`src/design/hmm_viterbi_decoder_top_macros.svh`:
```
// Assertion macros shared by the decoder's checking code.
`ifndef HMM_VITERBI_DECODER_TOP_MACROS_SVH
`define HMM_VITERBI_DECODER_TOP_MACROS_SVH

// Same-cycle implication, off during reset.
`define HVD_ASSERT_NOW(label, clk, rst, ante, cons) \
   label: assert property (@(posedge clk) disable iff (rst) (ante) |-> (cons)) \
      else $error("hvd assertion failed");

// Next-cycle implication, off during reset.
`define HVD_ASSERT_NEXT(label, clk, rst, ante, cons) \
   label: assert property (@(posedge clk) disable iff (rst) (ante) |=> (cons)) \
      else $error("hvd assertion failed");

`endif

```
`src/design/hvd_pkg.sv`:
```
package hvd_pkg;

   localparam int NUM_STATES = 16;
   localparam int IDX_W      = $clog2(NUM_STATES);
   localparam int MAX_STEPS  = 64;
   localparam int STEP_W     = $clog2(MAX_STEPS + 1);
   localparam int T_W        = 6;
   localparam int SCORE_W    = 24;
   localparam int METRIC_W   = 32;
   localparam int CFG_W      = 5;
   localparam int SCAN_W     = IDX_W + 1;

   localparam logic [1:0] KIND_TRANS = 2'd0;
   localparam logic [1:0] KIND_START = 2'd1;
   localparam logic [1:0] KIND_OBS   = 2'd2;

   localparam logic [1:0] ADDR_STATES_IN_USE = 2'd0;

   typedef logic signed [METRIC_W-1:0] metric_type;
   typedef logic signed [SCORE_W-1:0]  score_type;

   localparam metric_type METRIC_MAX = {1'b0, {(METRIC_W-1){1'b1}}};
   localparam metric_type METRIC_MIN = {1'b1, {(METRIC_W-1){1'b0}}};

   typedef struct packed {
      logic [1:0]       kind;
      logic [3:0]       from_state;
      logic [3:0]       to_state;
      logic signed [23:0] score_value;
      logic             step_end;
      logic             sequence_end;
   } req_type;

   typedef struct packed {
      logic [5:0]         time_index;
      logic [3:0]         best_state;
      logic signed [31:0] log_likelihood;
      logic               truncated;
      logic               last_result;
   } rsp_type;

   // broadcast control from the sequencer to every cell
   typedef struct packed {
      logic             wr_trans;
      logic             wr_start;
      logic             wr_msg;
      logic [IDX_W-1:0] wr_from;
      logic [IDX_W-1:0] wr_to;
      score_type        wr_score;
      metric_type       wr_msg_value;
      logic             seq_start;
      logic             commit;
      logic             clear;
   } cell_ctrl_type;

   // message travelling along the chain
   typedef struct packed {
      logic             valid;
      logic [IDX_W-1:0] src;
      metric_type       msg;
   } token_type;

   function automatic metric_type ext_score(input score_type s);
      ext_score = {{(METRIC_W-SCORE_W){s[SCORE_W-1]}}, s};
   endfunction

   function automatic metric_type sat_add(input metric_type a, input metric_type b);
      logic signed [METRIC_W:0] sum;
      sum = {a[METRIC_W-1], a} + {b[METRIC_W-1], b};
      if (sum[METRIC_W] != sum[METRIC_W-1]) begin
         sat_add = sum[METRIC_W] ? METRIC_MIN : METRIC_MAX;
      end else begin
         sat_add = sum[METRIC_W-1:0];
      end
   endfunction

endpackage

```
`src/design/hvd_cell.sv`:
```
module hvd_cell (
   input  logic                          clock,
   input  logic                          reset,
   input  hvd_pkg::cell_ctrl_type        ctrl,
   input  logic [hvd_pkg::IDX_W-1:0]     cell_index,
   input  logic                          active,
   input  hvd_pkg::token_type            tok_in,
   output hvd_pkg::token_type            tok_out,
   output hvd_pkg::metric_type           pm,
   output hvd_pkg::metric_type           msg,
   output logic [hvd_pkg::IDX_W-1:0]     arg
);
   import hvd_pkg::*;

   // column of the transition table that targets this state
   score_type        trans_ff [NUM_STATES];
   score_type        start_ff;
   metric_type       pm_ff, msg_ff, best_ff;
   logic [IDX_W-1:0] arg_ff;
   logic             tok_valid_ff;
   logic [IDX_W-1:0] tok_src_ff;
   metric_type       tok_msg_ff;

   metric_type cand;
   logic       take;

   // add-compare-select on the passing item
   always_comb begin
      cand = sat_add(tok_in.msg, ext_score(trans_ff[tok_in.src]));
      take = tok_in.valid && active &&
             ((cand > best_ff) || ((cand == best_ff) && (tok_in.src < arg_ff)));
   end

   // tables
   always_ff @(posedge clock) begin
      if (ctrl.wr_trans && (ctrl.wr_to == cell_index)) begin
         trans_ff[ctrl.wr_from] <= ctrl.wr_score;
      end
      if (ctrl.wr_start && (ctrl.wr_to == cell_index)) begin
         start_ff <= ctrl.wr_score;
      end
      tok_src_ff <= tok_in.src;
      tok_msg_ff <= tok_in.msg;
   end

   // metrics and running winner
   always_ff @(posedge clock) begin
      if (reset) begin
         tok_valid_ff <= 1'b0;
         pm_ff        <= '0;
         msg_ff       <= '0;
         best_ff      <= METRIC_MIN;
         arg_ff       <= '0;
      end else begin
         tok_valid_ff <= tok_in.valid;
         if (ctrl.seq_start) begin
            pm_ff <= ext_score(start_ff);
         end else if (ctrl.commit && active) begin
            pm_ff <= best_ff;
         end
         if (ctrl.wr_msg && (ctrl.wr_to == cell_index)) begin
            msg_ff <= ctrl.wr_msg_value;
         end
         if (ctrl.clear) begin
            best_ff <= METRIC_MIN;
            arg_ff  <= '0;
         end else if (take) begin
            best_ff <= cand;
            arg_ff  <= tok_in.src;
         end
      end
   end

   assign tok_out.valid = tok_valid_ff;
   assign tok_out.src   = tok_src_ff;
   assign tok_out.msg   = tok_msg_ff;
   assign pm            = pm_ff;
   assign msg           = msg_ff;
   assign arg           = arg_ff;

endmodule

```
`config.mk`:
```
export PLATFORM = sky130hd
export DESIGN_NAME = hvd_cell
export DESIGN_NICKNAME = d
export VERILOG_FILES = /design/src/design/hmm_viterbi_decoder_top_macros.svh /design/src/design/hvd_pkg.sv /design/src/design/hvd_cell.sv
export SDC_FILE = /design/constraint.sdc
export NUM_CORES = 1
export LEC_CHECK = 0
export BUFFER_PORTS_ARGS = -buffer_cell sky130_fd_sc_hd__buf_4
export CORE_UTILIZATION = 55
export DETAILED_ROUTE_END_ITERATION = 6
export PLACE_DENSITY = 0.75
export SKIP_LAST_GASP = 1
export SYNTH_ARGS = -nofsm -noshare
export SYNTH_HDL_FRONTEND = slang
export SYNTH_SLANG_ARGS = --single-unit
```
`constraint.sdc`:
```
create_clock -name clock -period 9.4 [get_ports clock]
set_input_delay 1.88 -clock clock [delete_from_list [all_inputs] [get_ports clock]]
set_output_delay 1.88 -clock clock [all_outputs]
set_load 0.01 [all_outputs]
```
==> results.ini <==
[placement]
gp_congestion = 0.936
dp.cells = 2194
dp_hpwl_mm = 35.7
io_buffers = 218

[cells_and_area]
layout-drive-gt1-share = 0.283
final_nets = 1898
final_common_cell = edfxtp_1
mostFrequentLayoutCells = edfxtp_1 (408), buf_4 (242), nand2_1 (158)
syn_to_final_growth_pct = 17.5
instances_no_fill = 2291
num_antenna_cells = 0

[setup_path]
r2r_start = trans_ff[11][10]$_DFFE_PP_
critPathSlowestCell = o21ai_2
reg2reg_depth = 22
crit_fanout = 59
cp.required_ns = 9.86
crit_arrival_ns = 8.82
cpPeakStageDelay_ns = 0.62
crit_chain = buf_6 > buf_12 > mux4_2 > mux4_2 > ha_1 > o21ai_1 > a211oi_2 > o2111ai_1 > a21oi_2 > a2111oi_4 > o21a_2 > o21ai_2 > o21ai_0 > inv_1 > ha_1 > nand4_1 > nor4_1 > o21bai_1 > a31oi_1 > o21bai_1 > maj3_2 > or2_4 > nor2_4 > a221oi_2
crit_type = input pin to flop
r2r_setup_slack_ns = 2.93
r2r_end = best_ff[15]$_SDFFE_PP0P_
end_kind = flop
start_kind = input pin

[sta]
slew_headroom = 0.309
hold_viol = 0
min_period_ns = 8.35
slew_violations = 0
max_freq_mhz = 120
period_share = 0.889
fin_worst_skew_ns = 0.0206
worstMarginPinSlew_ns = 1.04
setup_viol = 0
fin_tns_setup_ns = 0
rsz0062_at_grt = no

[logic_synthesis]
ys_ff_latch = 545
avgSynthCellArea_um2 = 15.3
synth_nets = 1669
synthCells = 1488
yosys.area.top_type_share = 0.539
yosys.cell_types.count = 69
synth.area.top_cells = edfxtp_1 (54%), dfxtp_1 (12%), mux4_2 (12%)
synth_edf_count = 408
yosys_warnings = 0
synthesis.area_um2 = 22700
async_reset_ff_frac = 0
yosysSeqAreaShare = 0.659
yosys.area.top_type = edfxtp_1
synth_ff_type = edfxtp_1

[clock_tree]
cts_buffers = 53
insertion_delay_ns = 0.61
cts-root-buf = clkbuf_16
cts_tree = yes
cts-resized-gates = 0
cts_max_level = 2
clk_pin_slew_worst_paths_ns = 0.06
cts.sinks = 545
postCtsSetupRepairBufs = 0
cts_max_path_buffers = 3
cts_hold_buf = 0

[die]
dieArea_um2 = 42200
core_um2 = 40800
num_rows = 74
die_h_um = 205
start_util = 0.557
top_level_ports = 219
chipWidth_um = 205

[routing]
num_vias = 14000
drt_iter0_drc = 1400
via_per_inst = 6.10
routed_wl_mm = 56.4
wire_per_inst_um = 24.6
ant_nets = 0
firstDrtPassIters = 5
route.detailed.drc = 0

[hold_path]
hold_depth = 2
hold_path_class = flop to flop
holdCritStartpoint = msg[3]$_SDFFE_PP0P_
hold_end = msg[3]$_SDFFE_PP0P_

[grt]
grt_pass1_wl_mm = 83.1
grt_max_degree = 68
grt_antenna_before_repair = 1
grt_pass1_vias = 13500
gr-total-overflow = 0
track_usage = 0.270

[status]
status = finished clean

[power_and_ir_drop]
irDropWorstVdd_v = 0.000160
powerDensity_nw_per_um2 = 206
p_leak_nw = 9.51

[run]
max_cap_violations = 0

## how the worst max path moves through the flow
stage / from / endpoint / slack [ns]
detailed placement: tok_in[32] / best_ff[22]$_SDFFE_PP0P_ / 0.46
global placement: tok_in[32] / best_ff[0]$_SDFFE_PP0P_ / 0.60
global route: tok_in[32] / best_ff[13]$_SDFFE_PP0P_ / 0.55
CTS: tok_in[32] / best_ff[15]$_SDFFE_PP0P_ / 1.08
floorplan: tok_in[32] / best_ff[11]$_SDFFE_PP0P_ / 1.01
finish: tok_in[32] / best_ff[15]$_SDFFE_PP0P_ / 1.05
## Yosys cell counts (11+ instances only)
master,n
nand2_1,159
dfxtp_1,137
clkbuf_1,45
o211ai_1,11
a31oi_1,15
xnor2_1,16
ha_1,66
o21ai_0,42
edfxtp_1,408
a211oi_1,38
a21oi_1,98
mux2i_1,24
nor2_1,78
mux4_2,120
inv_1,47
xor2_1,14
## report_power, final
| group | internal [mW] | total, mW | switching [mW] |
|---|---|---|---|
| Clock | 1.18 | 2.07 | 0.891 |
| Sequential | 2.62 | 2.64 | 0.0211 |
| Combinational | 0.327 | 0.794 | 0.467 |
| Total | 4.13 | 5.51 | 1.38 |
## per-stage QoR
stage          utilization  cell area (µm²)  power [mW]  setup WS [ns]  hold WS [ns]
2_1_floorplan            -            22700        3.21           1.01         0.453
3_3_place_gp         0.613            25000        3.46          0.597         0.442
3_5_place_dp         0.613            25000        3.48          0.462         0.449
4_1_cts              0.654            26700        5.53           1.08         0.458
5_1_grt              0.654            26700        5.70          0.549         0.468
6_report             0.654            26700        5.51           1.05         0.456
## critical path: cells and delay by family
kind | cells | cell delay [ns]
fa+ha+maj | 3 | 0.86
simple gates | 4 | 1.17
compound gates | 12 | 2.77
buf+inv | 3 | 1.04
mux | 2 | 1.03
## logic make-up after synthesis
family | count (synthesis) | share of synthesized area
DFF | 545 | 0.659
and+or+nand+nor | 312 | 0.0612
adders and majority gates | 73 | 0.0400
buffers and inverters | 119 | 0.0218
AOI/OAI and AO/OA | 265 | 0.0768
xor gates and xnor gates | 30 | 0.0116
muxes | 144 | 0.129
## flip-flops by register name, summed over array words and instances, names as in the netlist, 4 cells and up
| name | flops |
|---|---|
| msg | 32 |
| arg | 4 |
| tok_msg_ff | 32 |
| pm | 32 |
| trans_ff | 384 |
| best_ff | 32 |
| start_ff | 24 |
| tok_src_ff | 4 |
## layout make-up
type | instances | area, µm²
tap | 532 | 666
inverter | 48 | 180
fill | 2907 | 14100
sequential | 545 | 15000
multi-input combinational | 824 | 7310
clock buffer | 72 | 1500
clock inverter | 25 | 196
timing repair buffer | 245 | 1870
## layer usage
metal | track usage | wire [µm] | up-vias
met5 | 0 | 13 | -
met4 | 0.0831 | 1360 | 2
met3 | 0.0442 | 4610 | 94
met2 | 0.439 | 27500 | 681
met1 | 0.376 | 22900 | 6986
li1 | - | - | 6212
No activity file was read; power rests on OpenSTA's default activity.
